### src/rtl/ptbc_pkg.sv
package ptbc_pkg;

  // Default sizing of the counter store.
  localparam int unsigned NUM_BINS_DEF   = 32;
  localparam int unsigned COUNT_BITS_DEF = 32;

  // Fixed field widths.
  localparam int unsigned TS_W        = 64;
  localparam int unsigned INTERVAL_W  = 32;
  localparam int unsigned BCOUNT_W    = 6;
  localparam int unsigned IDX_OUT_W   = 5;
  localparam int unsigned VALUE_W     = 32;
  localparam int unsigned OUT_FIELD_W = IDX_OUT_W + VALUE_W;
  localparam int unsigned OUT_TDATA_W = ((OUT_FIELD_W + 7) / 8) * 8;
  localparam int unsigned OUT_PAD_W   = OUT_TDATA_W - OUT_FIELD_W;

  // Configuration port.
  localparam int unsigned CFG_IDX_W  = 1;
  localparam int unsigned CFG_DATA_W = INTERVAL_W;

  // Iteration counter of the divider (holds the full step count).
  localparam int unsigned DIV_STEP_W = $clog2(TS_W + 1);

  // Register indexes of the configuration port.
  typedef enum logic [CFG_IDX_W-1:0] {
    REG_BIN_INTERVAL = 1'b0,
    REG_BIN_COUNT    = 1'b1
  } cfg_reg_e;

  // Request kinds carried on the input tuser.
  typedef enum logic {
    REQ_COUNT = 1'b0,
    REQ_DUMP  = 1'b1
  } req_e;

endpackage

### src/rtl/ptbc_ram.sv
module ptbc_ram #(
  parameter int unsigned WIDTH = 32,
  parameter int unsigned DEPTH = 64
) (
  input  logic                             clk_i,
  input  logic                             we_i,
  input  logic [$clog2(DEPTH)-1:0]         waddr_i,
  input  logic [WIDTH-1:0]                 wdata_i,
  input  logic                             re_i,
  input  logic [$clog2(DEPTH)-1:0]         raddr_i,
  output logic [WIDTH-1:0]                 rdata_o
);

  logic [WIDTH-1:0] mem_q [DEPTH];
  logic [WIDTH-1:0] rdata_q;

  // One write port and one registered read port.
  always_ff @(posedge clk_i) begin
    if (we_i) begin
      mem_q[waddr_i] <= wdata_i;
    end
    if (re_i) begin
      rdata_q <= mem_q[raddr_i];
    end
  end

  assign rdata_o = rdata_q;

endmodule

### src/rtl/ptbc_div.sv
module ptbc_div #(
  parameter int unsigned DEN_W = 38
) (
  input  logic                                clk_i,
  input  logic                                rst_ni,
  input  logic                                start_i,
  input  logic [ptbc_pkg::DIV_STEP_W-1:0]     steps_i,
  input  logic [DEN_W-1:0]                    rem_i,
  input  logic [ptbc_pkg::TS_W-1:0]           num_i,
  input  logic [DEN_W-1:0]                    den_i,
  output logic                                done_o,
  output logic [ptbc_pkg::TS_W-1:0]           quot_o,
  output logic [DEN_W-1:0]                    rem_o
);

  import ptbc_pkg::*;

  logic                  busy_q;
  logic                  done_q;
  logic [DIV_STEP_W-1:0] cnt_q;
  logic [DEN_W-1:0]      rem_q;
  logic [DEN_W-1:0]      den_q;
  logic [TS_W-1:0]       num_q;
  logic [TS_W-1:0]       quot_q;
  logic [DEN_W:0]        trial;
  logic [DEN_W:0]        diff;
  logic                  take;

  // One restoring step: bring down the next numerator bit and try a subtract.
  always_comb begin
    trial = {rem_q, num_q[TS_W-1]};
    diff  = trial - {1'b0, den_q};
    take  = (trial >= {1'b0, den_q});
  end

  // Step counter and completion pulse.
  always_ff @(posedge clk_i or negedge rst_ni) begin
    if (!rst_ni) begin
      busy_q <= 1'b0;
      done_q <= 1'b0;
      cnt_q  <= '0;
    end else begin
      done_q <= 1'b0;
      if (start_i) begin
        busy_q <= 1'b1;
        cnt_q  <= steps_i;
      end else if (busy_q) begin
        cnt_q <= cnt_q - DIV_STEP_W'(1);
        if (cnt_q == DIV_STEP_W'(1)) begin
          busy_q <= 1'b0;
          done_q <= 1'b1;
        end
      end
    end
  end

  // Partial remainder, numerator shifter and quotient.
  always_ff @(posedge clk_i) begin
    if (start_i) begin
      rem_q  <= rem_i;
      num_q  <= num_i;
      den_q  <= den_i;
      quot_q <= '0;
    end else if (busy_q) begin
      rem_q  <= take ? diff[DEN_W-1:0] : trial[DEN_W-1:0];
      num_q  <= {num_q[TS_W-2:0], 1'b0};
      quot_q <= {quot_q[TS_W-2:0], take};
    end
  end

  assign done_o = done_q;
  assign quot_o = quot_q;
  assign rem_o  = rem_q;

endmodule

### src/rtl/pingpong_time_bin_counter_top.sv
// Two banks of saturating event counters, split into time bins. A count item
// (tuser 0) with timestamp t adds one to bin (t mod period) / bin_interval of
// bank (t / period) mod 2, where period = bin_interval * bins in use; a dump
// item (tuser 1) streams out every bin in use of the other bank, in bin order
// with tlast on the final one, and clears each bin as it goes. A count item
// runs the 64-step timestamp division on a shared one-bit-per-cycle divider,
// a second short division for the bin (one step per bin index bit), then a
// read and a write of the counter memory. A dump item runs the bank division,
// then a read and an output state per bin, waiting while the output is
// stalled. With bin_interval zero, count items are dropped at once and a dump
// reads bank 0 without any division. Counters read as zero after reset through
// per-entry valid flags, so no clearing pass is needed.
module pingpong_time_bin_counter_top #(
  parameter int unsigned NUM_BINS   = ptbc_pkg::NUM_BINS_DEF,
  parameter int unsigned COUNT_BITS = ptbc_pkg::COUNT_BITS_DEF
) (
  input  logic                              clk_i,
  input  logic                              rst_ni,
  // Configuration write port.
  input  logic                              cfg_we_i,
  input  logic [ptbc_pkg::CFG_IDX_W-1:0]    cfg_index_i,
  input  logic [ptbc_pkg::CFG_DATA_W-1:0]   cfg_data_i,
  // Input items.
  input  logic                              s_axis_tvalid,
  output logic                              s_axis_tready,
  input  logic [ptbc_pkg::TS_W-1:0]         s_axis_tdata,  // [63:0] timestamp
  input  logic [0:0]                        s_axis_tuser,  // [0] req_type
  // Result items.
  output logic                              m_axis_tvalid,
  input  logic                              m_axis_tready,
  output logic [ptbc_pkg::OUT_TDATA_W-1:0]  m_axis_tdata,  // [4:0] bin_index,
                                                           // [36:5] bin_count_value
  output logic                              m_axis_tlast
);

  import ptbc_pkg::*;

  localparam int unsigned NB_W     = $clog2(NUM_BINS + 1);
  localparam int unsigned BIN_W    = (NUM_BINS > 1) ? $clog2(NUM_BINS) : 1;
  localparam int unsigned PERIOD_W = INTERVAL_W + NB_W;
  localparam int unsigned DEPTH    = 2 * NUM_BINS;
  localparam int unsigned AW       = $clog2(DEPTH);

  typedef enum logic [2:0] {
    S_IDLE,
    S_DIV_BANK,
    S_DIV_BIN,
    S_EV_WB,
    S_DP_RD,
    S_DP_OUT
  } state_e;

  state_e                  state_q;
  req_e                    req_q;
  logic                    bank_q;
  logic [BIN_W-1:0]        idx_q;
  logic [AW-1:0]           addr_q;
  logic [DEPTH-1:0]        valid_q;
  logic                    rd_valid_q;
  logic [INTERVAL_W-1:0]   bin_interval_q;
  logic [BCOUNT_W-1:0]     bin_count_q;
  logic                    out_valid_q;
  logic [IDX_OUT_W-1:0]    out_idx_q;
  logic [VALUE_W-1:0]      out_val_q;
  logic                    out_last_q;

  logic [NB_W-1:0]         n_bins;
  logic [PERIOD_W-1:0]     period;
  logic                    in_acc;
  logic                    out_free;
  logic                    out_load;
  logic                    div_start;
  logic [DIV_STEP_W-1:0]   div_steps;
  logic [PERIOD_W-1:0]     div_rem_in;
  logic [TS_W-1:0]         div_num;
  logic [PERIOD_W-1:0]     div_den;
  logic                    div_done;
  logic [TS_W-1:0]         div_quot;
  logic [PERIOD_W-1:0]     div_rem;
  logic [BIN_W-1:0]        bin;
  logic                    bin_ok;
  logic                    ram_re;
  logic [AW-1:0]           rd_addr;
  logic                    ram_we;
  logic [COUNT_BITS-1:0]   ram_wdata;
  logic [COUNT_BITS-1:0]   ram_rdata;
  logic [COUNT_BITS-1:0]   rd_cnt;
  logic                    dump_last;

  // Entry of bank b, bin i sits at b * NUM_BINS + i.
  function automatic logic [AW-1:0] mk_addr(logic b, logic [BIN_W-1:0] i);
    mk_addr = b ? (AW'(NUM_BINS) + AW'(i)) : AW'(i);
  endfunction

  // Configuration registers.
  always_ff @(posedge clk_i or negedge rst_ni) begin
    if (!rst_ni) begin
      bin_interval_q <= '0;
      bin_count_q    <= BCOUNT_W'(1);
    end else if (cfg_we_i) begin
      case (cfg_index_i)
        REG_BIN_INTERVAL: bin_interval_q <= cfg_data_i;
        REG_BIN_COUNT:    bin_count_q    <= cfg_data_i[BCOUNT_W-1:0];
        default: ;
      endcase
    end
  end

  // Bins in use and the period that they span.
  always_comb begin
    if (7'(bin_count_q) > 7'(NUM_BINS)) begin
      n_bins = NB_W'(NUM_BINS);
    end else begin
      n_bins = NB_W'(bin_count_q);
    end
    period = PERIOD_W'(bin_interval_q) * PERIOD_W'(n_bins);
  end

  // Handshakes, divider operands and memory accesses.
  always_comb begin
    s_axis_tready = (state_q == S_IDLE);
    in_acc        = s_axis_tvalid && s_axis_tready;
    out_free      = !out_valid_q || m_axis_tready;
    out_load      = (state_q == S_DP_OUT) && out_free;

    // The bank division runs t / period; the bin division runs
    // rem / bin_interval over only the low bits, its quotient being below NUM_BINS.
    if (state_q == S_DIV_BANK) begin
      div_steps  = DIV_STEP_W'(BIN_W);
      div_rem_in = PERIOD_W'(div_rem >> BIN_W);
      div_num    = TS_W'(div_rem[BIN_W-1:0]) << (TS_W - BIN_W);
      div_den    = PERIOD_W'(bin_interval_q);
    end else begin
      div_steps  = DIV_STEP_W'(TS_W);
      div_rem_in = '0;
      div_num    = s_axis_tdata;
      div_den    = period;
    end
    div_start = (in_acc && (period != '0)) ||
                ((state_q == S_DIV_BANK) && div_done && (req_q == REQ_COUNT));

    bin    = div_quot[BIN_W-1:0];
    bin_ok = (NB_W'(bin) < n_bins);

    ram_re  = 1'b0;
    rd_addr = mk_addr(bank_q, idx_q);
    if ((state_q == S_DIV_BIN) && div_done && bin_ok) begin
      ram_re  = 1'b1;
      rd_addr = mk_addr(bank_q, bin);
    end else if (state_q == S_DP_RD) begin
      ram_re = 1'b1;
    end

    rd_cnt    = rd_valid_q ? ram_rdata : '0;
    ram_we    = (state_q == S_EV_WB);
    ram_wdata = (rd_cnt == '1) ? rd_cnt : (rd_cnt + COUNT_BITS'(1));
    dump_last = ((NB_W'(idx_q) + NB_W'(1)) == n_bins);
  end

  // Sequencer, valid flags and the output register.
  always_ff @(posedge clk_i or negedge rst_ni) begin
    if (!rst_ni) begin
      state_q     <= S_IDLE;
      req_q       <= REQ_COUNT;
      bank_q      <= 1'b0;
      idx_q       <= '0;
      addr_q      <= '0;
      valid_q     <= '0;
      rd_valid_q  <= 1'b0;
      out_valid_q <= 1'b0;
      out_idx_q   <= '0;
      out_val_q   <= '0;
      out_last_q  <= 1'b0;
    end else begin
      // A result stays valid until the sink takes it or a new one replaces it.
      if (out_load) begin
        out_valid_q <= 1'b1;
      end else if (m_axis_tready) begin
        out_valid_q <= 1'b0;
      end
      if (ram_re) begin
        rd_valid_q <= valid_q[rd_addr];
      end
      case (state_q)
        S_IDLE: begin
          if (in_acc) begin
            req_q <= req_e'(s_axis_tuser);
            if (period != '0) begin
              state_q <= S_DIV_BANK;
            end else if ((req_e'(s_axis_tuser) == REQ_DUMP) && (n_bins != '0)) begin
              bank_q  <= 1'b0;
              idx_q   <= '0;
              state_q <= S_DP_RD;
            end
          end
        end
        S_DIV_BANK: begin
          if (div_done) begin
            if (req_q == REQ_COUNT) begin
              bank_q  <= div_quot[0];
              state_q <= S_DIV_BIN;
            end else begin
              bank_q  <= ~div_quot[0];
              idx_q   <= '0;
              state_q <= S_DP_RD;
            end
          end
        end
        S_DIV_BIN: begin
          if (div_done) begin
            addr_q  <= rd_addr;
            state_q <= bin_ok ? S_EV_WB : S_IDLE;
          end
        end
        S_EV_WB: begin
          valid_q[addr_q] <= 1'b1;
          state_q         <= S_IDLE;
        end
        S_DP_RD: begin
          addr_q  <= rd_addr;
          state_q <= S_DP_OUT;
        end
        S_DP_OUT: begin
          if (out_free) begin
            out_idx_q       <= IDX_OUT_W'(idx_q);
            out_val_q       <= VALUE_W'(rd_cnt);
            out_last_q      <= dump_last;
            valid_q[addr_q] <= 1'b0;
            if (dump_last) begin
              state_q <= S_IDLE;
            end else begin
              idx_q   <= idx_q + BIN_W'(1);
              state_q <= S_DP_RD;
            end
          end
        end
        default: state_q <= S_IDLE;
      endcase
    end
  end

  // Shared iterative divider.
  ptbc_div #(
    .DEN_W (PERIOD_W)
  ) u_div (
    .clk_i   (clk_i),
    .rst_ni  (rst_ni),
    .start_i (div_start),
    .steps_i (div_steps),
    .rem_i   (div_rem_in),
    .num_i   (div_num),
    .den_i   (div_den),
    .done_o  (div_done),
    .quot_o  (div_quot),
    .rem_o   (div_rem)
  );

  // Counter store for both banks.
  ptbc_ram #(
    .WIDTH (COUNT_BITS),
    .DEPTH (DEPTH)
  ) u_ram (
    .clk_i   (clk_i),
    .we_i    (ram_we),
    .waddr_i (addr_q),
    .wdata_i (ram_wdata),
    .re_i    (ram_re),
    .raddr_i (rd_addr),
    .rdata_o (ram_rdata)
  );

  assign m_axis_tvalid = out_valid_q;
  assign m_axis_tdata  = {OUT_PAD_W'(0), out_val_q, out_idx_q};
  assign m_axis_tlast  = out_last_q;

endmodule

### config.mk
export PLATFORM = sky130hd
export DESIGN_NAME = pingpong_time_bin_counter_top
export DESIGN_NICKNAME = d
export VERILOG_FILES = /design/src/rtl/ptbc_pkg.sv /design/src/rtl/ptbc_ram.sv /design/src/rtl/ptbc_div.sv /design/src/rtl/pingpong_time_bin_counter_top.sv
export SDC_FILE = /design/constraint.sdc
export NUM_CORES = 2
export LEC_CHECK = 0
export BUFFER_PORTS_ARGS = -buffer_cell sky130_fd_sc_hd__buf_2
export CORE_MARGIN = 8
export CORE_UTILIZATION = 45
export CTS_BUF_LIST = sky130_fd_sc_hd__clkbuf_4
export DETAILED_ROUTE_END_ITERATION = 16
export PLACE_DENSITY_LB_ADDON = 0.12
export REMOVE_ABC_BUFFERS = 1
export SETUP_SLACK_MARGIN = 0.05
export SYNTH_ARGS = -nofsm -noshare
export SYNTH_HDL_FRONTEND = slang
export SYNTH_SLANG_ARGS = --single-unit
export TNS_END_PERCENT = 10
### constraint.sdc
create_clock -name clk_i -period 27.3 [get_ports clk_i]
set_input_delay 2.73 -clock clk_i [delete_from_list [all_inputs] [get_ports clk_i]]
set_output_delay 2.73 -clock clk_i [all_outputs]
set_load 0.01 [all_outputs]
==> insert_results.sql <==
INSERT INTO impl_metrics (metric_group, metric, value, unit) VALUES
('sta', 'unrepaired_setup_endpoints_after_global_routing', 'false', ''),
('global_route', 'antenna_found_initial', '14', ''),
('layout', 'share_of_cells_above_drive_strength_1', '0.163', ''),
('floorplanning', 'die_x', '500', 'um'),
('placed_design', 'dpl-instance-area', '110000', 'um2'),
('clocking', 'cts_resized', '0', ''),
('logic_synthesis', 'seq_cells_post_synth', '2392', ''),
('logic_synthesis', 'yosysTopAreaCellShare', '0.632', ''),
('clocking', 'clockRootBuffer', 'sky130_fd_sc_hd__clkbuf_4', ''),
('routing', 'routed_wl', '299000', 'um'),
('routing', 'drtIter0Drc', '6478', ''),
('layout', 'final_area', '118000', 'um2'),
('setup_path', 'setup.worst_path.start_class', 'flip-flop', ''),
('setup_path', 'critical_path.endpoint_type', 'flip-flop', ''),
('sta', 'min_period', '8.52', 'ns'),
('sta', 'finalSetupViolCount', '0', ''),
('power', 'netSwitchingFraction', '0.382', ''),
('clocking', 'clockBufferDepth', '4', ''),
('floorplanning', 'design.die.area', '250000', 'um2'),
('routing', 'dr_total_vias', '72100', ''),
('sta', 'slew_viol_final', '0', ''),
('global_route', 'grt-busiest-layer', 'met2', ''),
('logic_synthesis', 'post_synth_mux_area_share', '0.0165', ''),
('global_route', 'grt_use_met2', '0.380', ''),
('clocking', 'post_cts.repair.setup_buffers', '0', ''),
('logic_synthesis', 'post_synth_num_cell_types', '88', ''),
('logic_synthesis', 'synth-async-reset-ratio', '0.0698', ''),
('setup_path', 'critPathRequiredTime', '28.23', 'ns'),
('sta', 'hold_ws', '0.461', 'ns'),
('power', 'leakage', '44.0', 'nW'),
('logic_synthesis', 'synthCells', '8709', ''),
('clocking', 'path_clk_slew', '0.06', 'ns'),
('setup_path', 'slowest_stage', 'sky130_fd_sc_hd__nor2b_2', ''),
('setup_path', 'critPathBufInv', '5', ''),
('min_path', 'hold_path.class', 'reg2reg', ''),
('routing', 'drc_errors', '0', ''),
('logic_synthesis', 'synth_area', '105000', 'um2'),
('logic_synthesis', 'avg_inst_size_synth', '12.1', 'um2'),
('layout', 'regArea', '70900', 'um2'),
('routing', 'wire_per_inst', '23.7', 'um'),
('logic_synthesis', 'synthDominantAreaCellType', 'sky130_fd_sc_hd__edfxtp_1', ''),
('logic_synthesis', 'synthFlopType', 'sky130_fd_sc_hd__edfxtp_1', ''),
('layout', 'multi_input_comb_area', '32100', 'um2'),
('clocking', 'cts_hold_buf', '0', ''),
('global_route', 'grt_use_met1', '0.315', ''),
('status', 'status', 'finished, final reports clean', ''),
('floorplanning', 'io-pin-count', '146', ''),
('logic_synthesis', 'synthTopCellsByArea', 'sky130_fd_sc_hd__edfxtp_1, sky130_fd_sc_hd__nand2_1, sky130_fd_sc_hd__dfrtp_1', ''),
('sta', 'fmax', '117', 'MHz'),
('power', 'ir_worst_vdd', '0.112', 'mV'),
('logic_synthesis', 'synth_most_common_cell', 'sky130_fd_sc_hd__nand2_1', ''),
('placed_design', 'port_buffers', '142', ''),
('setup_path', 'path_class', 'reg2reg', ''),
('sta', 'clock-skew-final', '0.144', 'ns'),
('clocking', 'cts.sinks', '2392', ''),
('power', 'pwr-share-comb', '0.368', ''),
('layout', 'final_net_count', '9400', ''),
('clocking', 'tritoncts_clock_tree', 'built', ''),
('routing', 'vias_per_cell', '5.70', ''),
('global_route', 'overflow', '0', ''),
('floorplanning', 'fp.dieH', '500', 'um'),
('logic_synthesis', 'sequential_element_share_of_the_synthesized_area', '0.673', ''),
('floorplanning', 'core', '233000', 'um2'),
('job', 'number_of_max_cap_violations', '0', ''),
('sta', 'final_hold_viol_count', '0', ''),
('logic_synthesis', 'post_synth_fa_ha_maj_area_fraction', '0.0340', ''),
('setup_path', 'delay_heaviest_family_cp', 'compound AO/OA/AOI/OAI gates', ''),
('global_route', 'grt_max_degree', '181', ''),
('logic_synthesis', 'yosys.area_share.simple', '0.159', ''),
('sta', 'timing_worst_slew_pin_value', '1.29', 'ns'),
('power', 'switching_power_total', '4.81', 'mW');
-- layer usage --
layer	part of all wire	up-vias
met2	0.48	2734
met5	0	-
met3	0.070	519
met1	0.42	36100
met4	0.029	0
li1	-	32800
-- power by group through the flow --
| stage | Combinational (mW) | Sequential (mW) | Clock (mW) |
|---|---|---|---|
| final | 4.63 | 4.83 | 3.14 |
| after floorplan | 4.68 | 4.88 | 0 |
| after global placement | 4.55 | 4.90 | 0 |
| after detailed placement | 4.61 | 4.90 | 0 |
| after global routing | 5.08 | 4.85 | 3.41 |
| after CTS | 4.63 | 4.83 | 3.23 |
-- sequential cells by signal, indices dropped and copies added, names as in the netlist, named ones only --
register and cells:
addr_q 6, bin_count_q 6, u_div.done_o 1, idx_q 5, u_div.den_q 38, u_div.quot_o 5
bin_interval_q 32, u_div.cnt_q 7, m_axis_tlast 1, u_div.busy_q 1, u_ram.mem_q 2048, out_idx_q 5
bank_q 1, out_val_q 32, rd_valid_q 1, u_div.num_q 64, u_div.rem_o 38, state_q 3
req_q 1, m_axis_tvalid 1, u_ram.rdata_o 32
-- cell usage in the layout, fill, tap and decap left out, types with 96 or more instances in the layout --
cell                       Yosys  final
sky130_fd_sc_hd__a311oi_1    398    398
sky130_fd_sc_hd__a31oi_1     144    144
sky130_fd_sc_hd__clkbuf_4      0    978
sky130_fd_sc_hd__o21ai_1      97     96
sky130_fd_sc_hd__nand3_1     657    656
sky130_fd_sc_hd__and2_1      166    151
sky130_fd_sc_hd__nand2_1    2417   2417
sky130_fd_sc_hd__edfxtp_1   2220   2220
sky130_fd_sc_hd__o21ai_0     207    206
sky130_fd_sc_hd__dfrtp_1     166    164
sky130_fd_sc_hd__a21oi_1     216    214
sky130_fd_sc_hd__fa_1        121    121
sky130_fd_sc_hd__and3_1      282    282
sky130_fd_sc_hd__buf_4         6    157
sky130_fd_sc_hd__buf_2       107    141
sky130_fd_sc_hd__inv_1       244    244
sky130_fd_sc_hd__nor2_1      172    107
-- worst paths after layout --
kind	from	end	slack (ns)	cells past startpoint
setup / recovery	bin_count_q[5]	u_div.num_q[29]	18.78	21
hold / removal	out_val_q[29]	out_val_q[29]	0.46	2
setup reg to reg	bin_count_q[5]	u_div.num_q[29]	18.78	21
hold reg to reg	out_val_q[29]	out_val_q[29]	0.46	2
max in group asynchronous	rst_ni	asynchronous set/reset pin	24.50	2
min in group asynchronous	rst_ni	m_axis_tlast	1.42	1
-- worst min-delay path, delay by kind of cell (launching register included) --
family        cells  cell delay [ns]
flops             1             0.34
simple gates      2             0.09
-- layout make-up --
type                            count  share of cell area
Multi-Input combinational cell   5491               0.272
Tap cell                         3132              0.0332
Timing Repair Buffer              307              0.0174
Inverter                          244             0.00776
Sequential cell                  2392               0.601
Clock buffer                      978              0.0622
Clock inverter                     95             0.00518
Antenna cell                       15            0.000318
-- cell families (layout without fill, tap and decap cells) --
logic type,Yosys count,after routing
buf+inv,828,1624
other cells,1,18
xor+xnor,93,93
fa+ha+maj,214,214
compound gates,1226,1226
simple gates,3830,3830
mux,125,125
flops,2392,2392
-- stage by stage --
| stage | worst slack, ns | setup TNS, ns | total power, mW |
|---|---|---|---|
| 2_1_floorplan | -15.68 | -530.28 | 9.56 |
| 3_3_place_gp | 19.02 | 0 | 9.45 |
| 3_5_place_dp | 18.91 | 0 | 9.51 |
| 4_1_cts | 18.84 | 0 | 12.7 |
| 5_1_grt | 18.27 | 0 | 13.3 |
| 6_report | 18.78 | 0 | 12.6 |
(Power assumes the default switching activity.)
